$ cat src/rtl/core/bdqs_pkg.sv
package bdqs_pkg;

   localparam int CAPACITY_DEFAULT = 64;

   typedef enum logic [2:0] {
      OP_PUSH_FRONT = 3'd0,
      OP_PUSH_BACK  = 3'd1,
      OP_POP_FRONT  = 3'd2,
      OP_POP_BACK   = 3'd3,
      OP_SEARCH     = 3'd4,
      OP_CLEAR      = 3'd5
   } op_type;

   typedef enum logic [1:0] {
      RS_OK    = 2'd0,
      RS_FULL  = 2'd1,
      RS_EMPTY = 2'd2
   } result_status_type;

   typedef enum logic [3:0] {
      ST_IDLE   = 4'b0001,
      ST_READ   = 4'b0010,
      ST_SEARCH = 4'b0100,
      ST_DONE   = 4'b1000
   } state_type;

   typedef struct packed {
      logic accept;
      logic pop_finish;
      logic srch_run;
      logic srch_finish;
   } ctrl_cmd_type;

   typedef struct packed {
      logic need_read;
      logic need_search;
      logic match;
      logic exhausted;
   } dp_status_type;

endpackage

$ cat src/rtl/core/bdqs_if.sv
interface bdqs_req_if;
   logic       valid;
   logic       ready;
   logic [2:0] req_type;
   logic [7:0] item_value;

   modport source (output valid, output req_type, output item_value, input ready);
   modport sink (input valid, input req_type, input item_value, output ready);
endinterface

interface bdqs_rsp_if;
   logic       valid;
   logic       ready;
   logic [7:0] out_value;
   logic       found;
   logic [5:0] position;
   logic [6:0] count;
   logic [1:0] status;

   modport source (output valid, output out_value, output found, output position,
                   output count, output status, input ready);
   modport sink (input valid, input out_value, input found, input position,
                 input count, input status, output ready);
endinterface

$ cat src/rtl/core/bdqs_ram.sv
module bdqs_ram #(
   parameter int WIDTH = 8,
   parameter int DEPTH = 64
) (
   input  logic                     clock,
   input  logic                     wr_en,
   input  logic [$clog2(DEPTH)-1:0] wr_addr,
   input  logic [WIDTH-1:0]         wr_data,
   input  logic                     rd_en,
   input  logic [$clog2(DEPTH)-1:0] rd_addr,
   output logic [WIDTH-1:0]         rd_data
);

   logic [WIDTH-1:0] mem_ff [DEPTH];
   logic [WIDTH-1:0] rd_data_ff;

   always_ff @(posedge clock) begin
      if (wr_en) begin
         mem_ff[wr_addr] <= wr_data;
      end
      if (rd_en) begin
         rd_data_ff <= mem_ff[rd_addr];
      end
   end

   assign rd_data = rd_data_ff;

endmodule

$ cat src/rtl/core/bdqs_ctrl.sv
module bdqs_ctrl import bdqs_pkg::*; (
   input  logic          clock,
   input  logic          reset,
   input  logic          req_valid,
   output logic          req_ready,
   output logic          rsp_valid,
   input  logic          rsp_ready,
   input  dp_status_type dp_status,
   output ctrl_cmd_type  cmd
);

   state_type state_ff, state_in;

   always_comb begin
      state_in  = state_ff;
      cmd       = '0;
      req_ready = 1'b0;
      rsp_valid = 1'b0;
      case (state_ff)
         ST_IDLE: begin
            req_ready = 1'b1;
            if (req_valid) begin
               cmd.accept = 1'b1;
               if (dp_status.need_read) begin
                  state_in = ST_READ;
               end else if (dp_status.need_search) begin
                  state_in = ST_SEARCH;
               end else begin
                  state_in = ST_DONE;
               end
            end
         end
         ST_READ: begin
            cmd.pop_finish = 1'b1;
            state_in       = ST_DONE;
         end
         ST_SEARCH: begin
            cmd.srch_run = 1'b1;
            if (dp_status.match || dp_status.exhausted) begin
               cmd.srch_finish = 1'b1;
               state_in        = ST_DONE;
            end
         end
         ST_DONE: begin
            rsp_valid = 1'b1;
            if (rsp_ready) begin
               state_in = ST_IDLE;
            end
         end
         default: begin
            state_in = ST_IDLE;
         end
      endcase
   end

   always_ff @(posedge clock) begin
      if (reset) begin
         state_ff <= ST_IDLE;
      end else begin
         state_ff <= state_in;
      end
   end

endmodule

$ cat src/rtl/core/bdqs_dpath.sv
module bdqs_dpath import bdqs_pkg::*; #(
   parameter int CAPACITY = CAPACITY_DEFAULT
) (
   input  logic          clock,
   input  logic          reset,
   input  ctrl_cmd_type  cmd,
   output dp_status_type dp_status,
   input  logic [2:0]    req_type,
   input  logic [7:0]    item_value,
   output logic [7:0]    out_value,
   output logic          found,
   output logic [5:0]    position,
   output logic [6:0]    count,
   output logic [1:0]    status
);

   localparam int IW = $clog2(CAPACITY);
   localparam int CW = $clog2(CAPACITY + 1);
   localparam int SW = CW + 1;

   function automatic logic [IW-1:0] ring_add(input logic [IW-1:0] base,
                                              input logic [CW-1:0] off);
      logic [SW-1:0] sum;
      sum = {{(SW-IW){1'b0}}, base} + {1'b0, off};
      if (sum >= SW'(CAPACITY)) begin
         sum = sum - SW'(CAPACITY);
      end
      return sum[IW-1:0];
   endfunction

   logic [IW-1:0] front_ff, front_in;
   logic [CW-1:0] count_ff, count_in;
   logic          pend_ff;
   logic [CW-1:0] pend_idx_ff;
   logic [CW-1:0] scan_ff;
   logic [7:0]    val_ff;
   logic [7:0]    out_value_ff;
   logic          found_ff;
   logic [IW-1:0] pos_ff;
   result_status_type status_ff, status_in;

   logic          full, empty;
   logic          wr_en;
   logic [IW-1:0] wr_addr;
   logic [IW-1:0] prev_front;
   logic [IW-1:0] pop_addr;
   logic          rd_en;
   logic [IW-1:0] rd_addr;
   logic [7:0]    rd_data;
   logic          scan_live;
   logic [IW+5:0] pos_ext;
   logic [CW+6:0] count_ext;

   assign full       = (count_ff == CW'(CAPACITY));
   assign empty      = (count_ff == '0);
   assign prev_front = (front_ff == '0) ? IW'(CAPACITY - 1) : front_ff - 1'b1;
   assign scan_live  = (scan_ff < count_ff);

   always_comb begin
      front_in              = front_ff;
      count_in              = count_ff;
      status_in             = RS_OK;
      wr_en                 = 1'b0;
      wr_addr               = ring_add(front_ff, count_ff);
      pop_addr              = front_ff;
      dp_status.need_read   = 1'b0;
      dp_status.need_search = 1'b0;
      dp_status.match       = pend_ff && (rd_data == val_ff);
      dp_status.exhausted   = pend_ff && (pend_idx_ff == count_ff - 1'b1);
      case (op_type'(req_type))
         OP_PUSH_FRONT: begin
            if (full) begin
               status_in = RS_FULL;
            end else begin
               wr_en    = 1'b1;
               wr_addr  = prev_front;
               front_in = prev_front;
               count_in = count_ff + 1'b1;
            end
         end
         OP_PUSH_BACK: begin
            if (full) begin
               status_in = RS_FULL;
            end else begin
               wr_en    = 1'b1;
               count_in = count_ff + 1'b1;
            end
         end
         OP_POP_FRONT: begin
            if (empty) begin
               status_in = RS_EMPTY;
            end else begin
               dp_status.need_read = 1'b1;
               front_in            = ring_add(front_ff, CW'(1));
               count_in            = count_ff - 1'b1;
            end
         end
         OP_POP_BACK: begin
            if (empty) begin
               status_in = RS_EMPTY;
            end else begin
               dp_status.need_read = 1'b1;
               pop_addr            = ring_add(front_ff, count_ff - 1'b1);
               count_in            = count_ff - 1'b1;
            end
         end
         OP_SEARCH: begin
            dp_status.need_search = !empty;
         end
         OP_CLEAR: begin
            front_in = '0;
            count_in = '0;
         end
         default: begin
         end
      endcase
   end

   assign rd_en   = (cmd.accept && dp_status.need_read) || cmd.srch_run;
   assign rd_addr = cmd.accept ? pop_addr : ring_add(front_ff, scan_ff);

   bdqs_ram #(
      .WIDTH (8),
      .DEPTH (CAPACITY)
   ) u_store (
      .clock   (clock),
      .wr_en   (cmd.accept && wr_en),
      .wr_addr (wr_addr),
      .wr_data (item_value),
      .rd_en   (rd_en),
      .rd_addr (rd_addr),
      .rd_data (rd_data)
   );

   always_ff @(posedge clock) begin
      if (reset) begin
         front_ff <= '0;
         count_ff <= '0;
         pend_ff  <= 1'b0;
      end else begin
         if (cmd.accept) begin
            front_ff <= front_in;
            count_ff <= count_in;
            pend_ff  <= 1'b0;
         end
         if (cmd.srch_run) begin
            pend_ff <= scan_live;
         end
      end
   end

   always_ff @(posedge clock) begin
      if (cmd.accept) begin
         val_ff       <= item_value;
         out_value_ff <= '0;
         found_ff     <= 1'b0;
         pos_ff       <= '0;
         status_ff    <= status_in;
         scan_ff      <= '0;
      end
      if (cmd.pop_finish) begin
         out_value_ff <= rd_data;
      end
      if (cmd.srch_run) begin
         pend_idx_ff <= scan_ff;
         if (scan_live) begin
            scan_ff <= scan_ff + 1'b1;
         end
      end
      if (cmd.srch_finish) begin
         found_ff <= dp_status.match;
         pos_ff   <= dp_status.match ? pend_idx_ff[IW-1:0] : '0;
      end
   end

   assign pos_ext   = {6'b0, pos_ff};
   assign count_ext = {7'b0, count_ff};

   assign out_value = out_value_ff;
   assign found     = found_ff;
   assign position  = pos_ext[5:0];
   assign count     = count_ext[6:0];
   assign status    = status_ff;

endmodule

$ cat src/rtl/core/byte_deque_with_search_core.sv
// Sequence: a push, a clear, a failed push or pop, or a search of an empty store goes from
// acceptance straight to the done state; a pop passes through the read state, and a search
// through the search state, scanning from the front until a match or the last stored byte.
// Throughput: one transaction at a time, the next is accepted the cycle after the result is
// taken; the search rate is one stored byte per cycle through the single store read port.
// Reset (synchronous): front index, count and controller clear; stored bytes are not cleared.
module byte_deque_with_search_core import bdqs_pkg::*; #(
   parameter int CAPACITY = CAPACITY_DEFAULT
) (
   input logic       clock,
   input logic       reset,
   bdqs_req_if.sink  req_bus,
   bdqs_rsp_if.source rsp_bus
);

   ctrl_cmd_type  cmd;
   dp_status_type dp_status;

   bdqs_ctrl u_ctrl (
      .clock     (clock),
      .reset     (reset),
      .req_valid (req_bus.valid),
      .req_ready (req_bus.ready),
      .rsp_valid (rsp_bus.valid),
      .rsp_ready (rsp_bus.ready),
      .dp_status (dp_status),
      .cmd       (cmd)
   );

   bdqs_dpath #(
      .CAPACITY (CAPACITY)
   ) u_dpath (
      .clock      (clock),
      .reset      (reset),
      .cmd        (cmd),
      .dp_status  (dp_status),
      .req_type   (req_bus.req_type),
      .item_value (req_bus.item_value),
      .out_value  (rsp_bus.out_value),
      .found      (rsp_bus.found),
      .position   (rsp_bus.position),
      .count      (rsp_bus.count),
      .status     (rsp_bus.status)
   );

endmodule

$ cat src/flat_wrapper.sv
// flat-port wrapper written by rule: the top's interface ports become plain ports
module byte_deque_with_search_core_flat import bdqs_pkg::*;
#(
   parameter int CAPACITY = CAPACITY_DEFAULT
)
  (clock, reset, req_bus_valid, req_bus_req_type, req_bus_item_value, req_bus_ready, rsp_bus_valid, rsp_bus_out_value, rsp_bus_found, rsp_bus_position, rsp_bus_count, rsp_bus_status, rsp_bus_ready);
  bdqs_req_if req_bus_i ();
  bdqs_rsp_if rsp_bus_i ();
  input logic clock;
  input logic reset;
  input wire logic [$bits(req_bus_i.valid)-1:0] req_bus_valid;
  input wire logic [$bits(req_bus_i.req_type)-1:0] req_bus_req_type;
  input wire logic [$bits(req_bus_i.item_value)-1:0] req_bus_item_value;
  output wire logic [$bits(req_bus_i.ready)-1:0] req_bus_ready;
  output wire logic [$bits(rsp_bus_i.valid)-1:0] rsp_bus_valid;
  output wire logic [$bits(rsp_bus_i.out_value)-1:0] rsp_bus_out_value;
  output wire logic [$bits(rsp_bus_i.found)-1:0] rsp_bus_found;
  output wire logic [$bits(rsp_bus_i.position)-1:0] rsp_bus_position;
  output wire logic [$bits(rsp_bus_i.count)-1:0] rsp_bus_count;
  output wire logic [$bits(rsp_bus_i.status)-1:0] rsp_bus_status;
  input wire logic [$bits(rsp_bus_i.ready)-1:0] rsp_bus_ready;
  assign req_bus_i.valid = req_bus_valid;
  assign req_bus_i.req_type = req_bus_req_type;
  assign req_bus_i.item_value = req_bus_item_value;
  assign req_bus_ready = req_bus_i.ready;
  assign rsp_bus_valid = rsp_bus_i.valid;
  assign rsp_bus_out_value = rsp_bus_i.out_value;
  assign rsp_bus_found = rsp_bus_i.found;
  assign rsp_bus_position = rsp_bus_i.position;
  assign rsp_bus_count = rsp_bus_i.count;
  assign rsp_bus_status = rsp_bus_i.status;
  assign rsp_bus_i.ready = rsp_bus_ready;
  byte_deque_with_search_core #(.CAPACITY(CAPACITY)) u_core (.clock(clock), .reset(reset), .req_bus(req_bus_i), .rsp_bus(rsp_bus_i));
endmodule
$ cat config.mk
export PLATFORM = sky130hd
export DESIGN_NAME = byte_deque_with_search_core_flat
export DESIGN_NICKNAME = d
export VERILOG_FILES = /design/src/rtl/core/bdqs_pkg.sv /design/src/rtl/core/bdqs_if.sv /design/src/rtl/core/bdqs_ram.sv /design/src/rtl/core/bdqs_ctrl.sv /design/src/rtl/core/bdqs_dpath.sv /design/src/rtl/core/byte_deque_with_search_core.sv /design/src/flat_wrapper.sv
export SDC_FILE = /design/constraint.sdc
export NUM_CORES = 1
export LEC_CHECK = 0
export BUFFER_PORTS_ARGS = -buffer_cell sky130_fd_sc_hd__buf_2
export CAP_MARGIN = 20
export CORE_MARGIN = 2
export CORE_UTILIZATION = 62
export DETAILED_ROUTE_END_ITERATION = 10
export PLACE_DENSITY_LB_ADDON = 0.25
export REMOVE_ABC_BUFFERS = 1
export SYNTH_ARGS = -nofsm -noshare
export SYNTH_HDL_FRONTEND = slang
export SYNTH_HIERARCHICAL = 1
export SYNTH_SLANG_ARGS = --single-unit
export TNS_END_PERCENT = 5
$ cat constraint.sdc
create_clock -name clock -period 9.15 [get_ports clock]
set_input_delay 0.4575 -clock clock [delete_from_list [all_inputs] [get_ports clock]]
set_output_delay 0.4575 -clock clock [all_outputs]
set_load 0.005 [all_outputs]
Word level (Yosys, flattened, before mapping)
Memory sizes are Yosys's and may differ from the RTL's. A register that Yosys moved wholly into a read port is not among the register bits.
Cells that the tools add are included.
{ "totals": {"register_bits": 57, "elab_cells": 118, "n_memories": 1, "out_inout_bits": 26, "input_bits": 15, "ram_bits": 512} }
{ "classes": {"n_eq_ne": 19, "n_reduce_logical": 20, "magnitude_cmp": 5, "mux": 50, "addsub": 12} }
{ "memory_table": {"columns": ["memory", "words", "word_bits", "rd", "rd_clocked_by_memory_dff", "write_ports", "line_no", "source"], "rows": [
  ["u_core.u_dpath.u_store.mem_ff", 64, 8, 1, 1, 1, "bdqs_ram.sv:14", "logic [WIDTH-1:0] mem_ff [DEPTH];"]
]} }
{ "op_table": {"columns": ["op", "count"], "rows": [
  ["$mux 6", 15],
  ["$mux 7", 5],
  ["$sub 6x1->6 const B", 5],
  ["$add 6x7->8", 3],
  ["$ge 8x7->1 const B", 3],
  ["$pmux 7 s3", 1],
  ["$mux 4", 5],
  ["$pmux 6 s3", 1],
  ["$mux 1", 17],
  ["$mux 8", 2],
  ["$pmux 4 s4", 1],
  ["$add 7x1->7 const B", 2],
  ["$ne 2x2->1 const B", 7],
  ["$eq 8x8->1", 1],
  ["$reduce_and 4->1", 2],
  ["$add 6x1->7 const B", 1],
  ["$eq 7x7->1", 1],
  ["$eq 7x7->1 const B", 1],
  ["$ge 7x7->1 const B", 1],
  ["$logic_not 7->1", 1],
  ["$lt 7x7->1", 1],
  ["$sub 7x1->7 const B", 1],
  ["$eq 3x2->1 const B", 2],
  ["$eq 3x3->1 const B", 2],
  ["16 further kinds", 25]
]} }

Logic depth before layout (Yosys ltp)
{ "logic_depth": {"depth_word": 7, "ltp_mapped": 17, "depth_no_buf": 15} }

Hierarchy
Netlist, hierarchy kept.
{ "modules_own_cells": {"columns": ["module", "cells_per_inst", "n_inst", "seq_area_each_um2", "area_each_um2"], "rows": [
  ["bdqs_ram", 940, 1, 15615.0, 20246.9],
  ["bdqs_dpath", 399, 1, 1381.3, 3758.6],
  ["bdqs_ctrl", 27, 1, 80.1, 235.2]
]} }

Least setup slack after synthesis
OpenSTA, ideal clock, no wires.
{ "synth_path": {"path_kind": "register to register", "startpoint": "register u_core.u_ctrl.state_ff[2]", "endpoint": "register u_core.u_dpath.u_store.rd_data_ff[3] (netlist: u_core/u_dpath/u_store/rd_data[3]), read port of u_core.u_dpath.u_store.mem_ff, data pin", "setup_ps": 272, "required_ps": 8878, "arrival_ps": 3657, "path_buffers": 4, "period_less_slack_ps": 3930, "setup_slack_ps": 5220, "path_stages_with_launch": 14, "path_cell_list": "dfxtp_1 nor4b_2 nand2_1 inv_1 clkbuf_1 clkbuf_1 nor2_1 a21oi_1 buf_6 buf_4 mux4_2 mux4_2 o21ai_1 o41ai_1"} }
{ "synth_lines": {"columns": ["item", "line_no", "source"], "rows": [
  ["from (decl)", "bdqs_ctrl.sv:12", "state_type state_ff, state_in;"],
  ["from (signal assigned)", "bdqs_ctrl.sv:60", "state_ff <= state_in;"],
  ["to (decl)", "bdqs_ram.sv:15", "logic [WIDTH-1:0] rd_data_ff;"]
]} }

Worst setup path in the final report
{ "layout_path": {"startpoint": "register u_core.u_dpath.count_ff[1] (netlist: u_core/u_dpath/count[1])", "endpoint": "register u_core.u_dpath.u_store.rd_data_ff[5] (netlist: u_core/u_dpath/u_store/rd_data[5]), read port of u_core.u_dpath.u_store.mem_ff, data pin"} }
{ "layout_via": {"elab_chain_len": 7, "elab_cells_between_ends": 13, "classes_between": "add/sub: 3; order compare: 1; mux: 6; reduce/logical: 3"} }
{ "layout_rtl": {"columns": ["item", "line_no", "source"], "rows": [
  ["from (decl)", "bdqs_dpath.sv:32", "logic [CW-1:0] count_ff, count_in;"],
  ["from (signal assigned)", "bdqs_dpath.sv:143", "count_ff <= count_in;"],
  ["$sub 7x1->7", "bdqs_dpath.sv:103", "pop_addr = ring_add(front_ff, count_ff - 1'b1);"],
  ["$add 6x7->8", "bdqs_dpath.sv:24", "sum = {{(SW-IW){1'b0}}, base} + {1'b0, off};"],
  ["$ge 8x7->1", "bdqs_dpath.sv:25", "if (sum >= SW'(CAPACITY)) begin"],
  ["$mux 6", "bdqs_dpath.sv:25", null],
  ["$mux 6 *", "bdqs_dpath.sv:99", "if (empty) begin"],
  ["$mux 6 *", "bdqs_dpath.sv:70", "case (op_type'(req_type))"],
  ["$mux 6 *", "bdqs_dpath.sv:120", "assign rd_addr = cmd.accept ? pop_addr : ring_add(front_ff, scan_ff);"],
  ["net u_core.u_dpath.rd_addr[0]", "bdqs_dpath.sv:48", "logic [IW-1:0] rd_addr;"]
]} }
Mark *: on every way through the listed nets, which the timed path passes. The rest lies on a longest branch.
A chain may end at the register's enable or synchronous reset.

==> parameters.txt <==
Parameter                              Value

Synthesis
  Share of flip-flops with an asynchronous set or reset after synthesis ... 0%
  Synthesized instance count ... 1366
  Library cell with the largest summed area after synthesis ... sky130_fd_sc_hd__edfxtp_1
  Cells taking the most area after synthesis ... sky130_fd_sc_hd__edfxtp_1 68%, sky130_fd_sc_hd__mux4_2 12%, sky130_fd_sc_hd__dfxtp_1 2.1%
  Distinct cells, synth ... a little over 80
  Synthesized flop and latch total ... just under 600
  Number of flops mapped to enable cells by yosys ... around 550
  Mean area per synthesized cell ... 17.7 µm²
  Fraction of post-synthesis cell area in the top cell type by area ... about two thirds
  Post-synth top flop ... sky130_fd_sc_hd__edfxtp_1
  Yosys synthesis warning count ... 6
  Sequential area share after synthesis ... 70.4%
  Synthesized cell area ... about 24000 µm²

Die
  Die height ... approximately 200 µm
  Initial cell density of the core ... ~63%
  Full die area ... between 40000 and 50000 µm²
  Die extent in x ... between 200 and 250 µm
  Core footprint ... approximately 39000 µm²
  Row cnt ... 72
  I/O pin total ... 41

Drt
  Met1 Wirelength ... 21000 µm
  Routed met3 length ... 4960 µm
  DR pass1 iterations ... 5
  1st-iter DRT viols ... 1328
  Detail-routed net length per standard cell ... roughly 27 µm
  Number of vias per cell ... 6.58
  Met2 WL post-DR ... 24700 µm
  Vias after detailed routing ... 13000
  Total wire length after detailed routing ... around 53000 µm
  Uppermost layer routed ... met5
  Drc violations ... 0
  Number of nets still failing antenna checks after routing ... 0

Layout
  Share of cells above drive strength 1 ... 21.4%
  Utilization after layout ... between 60% and 70%
  Summed area of non-filler cells in the final layout ... 26800 µm²
  Post-synthesis to final-layout area growth ... 10.5%
  Number of nets in the final layout ... between 1000 and 1500
  Antenna diodes ... 0

STA
  Share of the cycle needed by the critical path after routing ... between 50% and 60%
  Transition time at the pin with the least slew margin ... roughly 1.2 ns
  Max-slew violations ... 0
  Setup repair after global routing missed its margin ... no
  Number of hold violations in the final report ... 0
  Final critical-path required period ... approximately 5.4 ns
  Max Clock Skew ... 0.0242 ns
  Summed negative setup slack over all endpoints ... 0 ns
  Smallest hold slack ... 0.171 ns
  Final setup margin ... 3.78 ns
  Maximum operating frequency ... 0.186 GHz
  Setup violation total in the final timing report ... 0
  Worst max-slew margin expressed relative to the limit ... around 18%

Clocking
  Number of clock sinks ... about 580
  Number of buffers on the longest clock path ... 3
  CTS tree ... built
  Count of hold-fix buffers inserted at cts ... 0
  Latest clock arrival within the worst-skew pair ... slightly above 0.6 ns
  Setup Buffers After CTS ... 0
  Clock tree root driver cell ... sky130_fd_sc_hd__clkbuf_16
  Count of H-tree levels built during CTS ... 2
  Count of cells resized by post-cts repair ... 0
  CTS Buf Count ... 55
  Clock transition at the register clock pins on the worst setup and hold paths after CTS ... around 0.060 ns

Setup path
  Crit end category ... flip-flop
  Startpoint-to-endpoint class of the critical path ... flip-flop to flip-flop
  Cell type group with the largest total delay on the critical path ... compound AO/OA/AOI/OAI gates
  Arrival time at the worst endpoint ... roughly 5.7 ns
  Worst-path cell with the longest stage delay ... sky130_fd_sc_hd__a2111oi_0
  Crit path cell chain ... inv_1 -> ha_1 -> nand3_1 -> o211ai_2 -> mux2i_1 -> a21oi_4 -> buf_12 -> mux4_2 -> nor2b_1 -> a2111oi_0 -> o41ai_1
  Maximum net fanout on the critical path ... between 100 and 150
  Critical path launch point type ... flip-flop
  Critical path buffer and inverter count ... 2
  Maximum cell stage delay along the critical path ... between 0.7 and 0.8 ns
  Required time of the critical path ... 9.45 ns

Worst hold path
  Path category of the worst min-delay check ... input port to flip-flop

Power and ir drop
  Clock network fraction of design power ... 36.7%
  Sw power ... roughly 1.6 mW
  Internal power ... 4.72 mW
  Areal power density over the cells ... about 240 nW/µm²
  Switching share of power ... between 20% and 30%
  Portion of total power attributed to combinational logic ... between 10% and 20%
  Sequential fraction of design power ... between 40% and 50%
  Pleak ... between 8 and 9 nW
  IR Drop Worst-Case VDD ... about 0.00017 V

Placed design
  Weighted congestion reported at the end of routability-driven placement ... 0.855
  Count of input and output buffers ... 40
  Worst slack after detailed placement ... 3.77 ns
  Placed wire-length estimate ... between 30000 and 40000 µm
  Instance area after placement ... about 25000 µm²

Global route
  Via count of the first global-routing pass ... around 13000
  Global route overflow ... 0
  First-pass GRT wire length ... about 80000 µm
  Antenna violations before repair ... 1
  Largest net degree at the start of global routing ... ~120
  Tot GR Track Use ... 26.5%

Outcome
  Status ... finished clean

Job
  Max-capacitance violation count ... 0
==> tightest hold or removal path, cell delays in order <==
cell,delay (ns)
sky130_fd_sc_hd__buf_2,0.10
sky130_fd_sc_hd__a32oi_1,0.09
sky130_fd_sc_hd__nor2_1,0.09
==> state kept, by name, summed over array words and instances, names as in the netlist <==
name	flops
u_core/u_dpath/u_store/mem_ff	512
u_core/u_dpath/out_value	8
u_core/u_dpath/pend_idx_ff	7
u_core/u_dpath/found	1
u_core/u_dpath/pend_ff	1
u_core/u_dpath/position	6
u_core/u_dpath/scan_ff	7
u_core/u_dpath/status	2
u_core/u_dpath/u_store/rd_data	8
u_core/u_dpath/val_ff	8
u_core/u_dpath/count	7
u_core/u_ctrl/state_ff	4
u_core/u_dpath/front_ff	6
==> synth_stat cells, types with 5 or more instances <==
master and number:
sky130_fd_sc_hd__nor4_1 6, sky130_fd_sc_hd__a21o_1 10, sky130_fd_sc_hd__nor2_1 123, sky130_fd_sc_hd__a221oi_1 6, sky130_fd_sc_hd__nor3_1 13, sky130_fd_sc_hd__ha_1 27, sky130_fd_sc_hd__o22ai_1 13, sky130_fd_sc_hd__nand2_1 40
sky130_fd_sc_hd__buf_2 13, sky130_fd_sc_hd__o21ai_0 19, sky130_fd_sc_hd__mux2_2 14, sky130_fd_sc_hd__nand3b_1 7, sky130_fd_sc_hd__inv_1 20, sky130_fd_sc_hd__buf_4 18, sky130_fd_sc_hd__xor2_1 9, sky130_fd_sc_hd__nand3_1 23
sky130_fd_sc_hd__a211oi_1 15, sky130_fd_sc_hd__xnor2_1 28, sky130_fd_sc_hd__edfxtp_1 552, sky130_fd_sc_hd__nand2b_1 12, sky130_fd_sc_hd__nor2b_1 18, sky130_fd_sc_hd__a21oi_1 41, sky130_fd_sc_hd__buf_6 9, sky130_fd_sc_hd__and2_1 10
sky130_fd_sc_hd__mux2i_1 27, sky130_fd_sc_hd__clkbuf_1 24, sky130_fd_sc_hd__o221ai_1 9, sky130_fd_sc_hd__and3_1 11, sky130_fd_sc_hd__or3_1 6, sky130_fd_sc_hd__dfxtp_1 25, sky130_fd_sc_hd__nand4_1 7, sky130_fd_sc_hd__mux4_2 126
sky130_fd_sc_hd__o2bb2ai_1 5
==> layer usage <==
layer | vias to the layer above | global-route usage, %
li1 | 5585 | -
met1 | 6625 | 37.2
met2 | 654 | 40.7
met3 | 128 | 6.11
met4 | 2 | 11.3
met5 | - | 0
==> worst paths after layout <==
kind	slack, ns	from	to	depth (start not counted)
worst max-delay path	3.78	u_core/u_dpath/count[1]$_SDFFE_PP0P_	u_core/u_dpath/u_store/rd_data[5]$_DFFE_PP_	11
worst min-delay path	0.17	req_bus_valid	u_core/u_ctrl/state_ff[2]$_SDFFE_PP0P_	3
worst max register to register	3.78	u_core/u_dpath/count[1]$_SDFFE_PP0P_	u_core/u_dpath/u_store/rd_data[5]$_DFFE_PP_	11
worst min register to register	0.51	u_core/u_dpath/pend_ff$_SDFFE_PP0P_	u_core/u_dpath/pend_ff$_SDFFE_PP0P_	2
==> power by group through the flow <==
stage,registers [mW],clock network (mW),logic (mW)
6_report,2.96,2.32,1.04
5_1_grt,2.96,2.45,1.11
4_1_cts,2.96,2.34,1.03
3_5_place_dp,3.02,0,1.03
3_3_place_gp,3.01,0,1.01
2_1_floorplan,3.01,0,0.852
==> final cells by class <==
cell class | count | area [µm²]
Clock buffer | 67 | 1460
Clock inverter | 34 | 375
Fill cell | 2392 | 11900
Inverter | 22 | 83.8
Multi-Input combinational cell | 695 | 6680
Sequential cell | 577 | 17100
Tap cell | 518 | 648
Timing Repair Buffer | 62 | 453
==> logic make-up (layout without fill, tap and decap cells) <==
| logic type | after synthesis | count (layout) | share of synthesized area (%) |
|---|---|---|---|
| flops | 577 | 577 | 70.4 |
| mux | 167 | 167 | 13.5 |
| compound gates | 162 | 162 | 4.74 |
| buf+inv | 94 | 185 | 2.24 |
| simple gates | 299 | 299 | 6.13 |
| xor+xnor | 37 | 37 | 1.34 |
| fa+ha+maj | 30 | 30 | 1.64 |
==> cells in the final DEF, fill, tap and decap left out, drive strengths merged, types with 9 or more instances in the layout <==
| cell type | n |
|---|---|
| a21oi | 42 |
| xnor2 | 28 |
| nor2 | 124 |
| mux2 | 14 |
| and3 | 13 |
| o21ai | 22 |
| mux2i | 27 |
| edfxtp | 552 |
| nor2b | 18 |
| nand3 | 23 |
| inv | 21 |
| nand2 | 41 |
| a21o | 10 |
| and2 | 10 |
| ha | 27 |
| nand2b | 12 |
| o22ai | 13 |
| o221ai | 9 |
| nor3 | 14 |
| clkinv | 22 |
| dfxtp | 25 |
| clkbuf | 67 |
| a211oi | 16 |
| xor2 | 9 |
| mux4 | 126 |
| buf | 62 |
==> through the flow <==
stage	instances	power (mW)
final	1975	6.32
after global routing	1975	6.52
after CTS	1969	6.34
after detailed placement	1868	4.04
after global placement	1868	4.03
after floorplan	1294	3.86
Power figures use the tool's default switching activity.
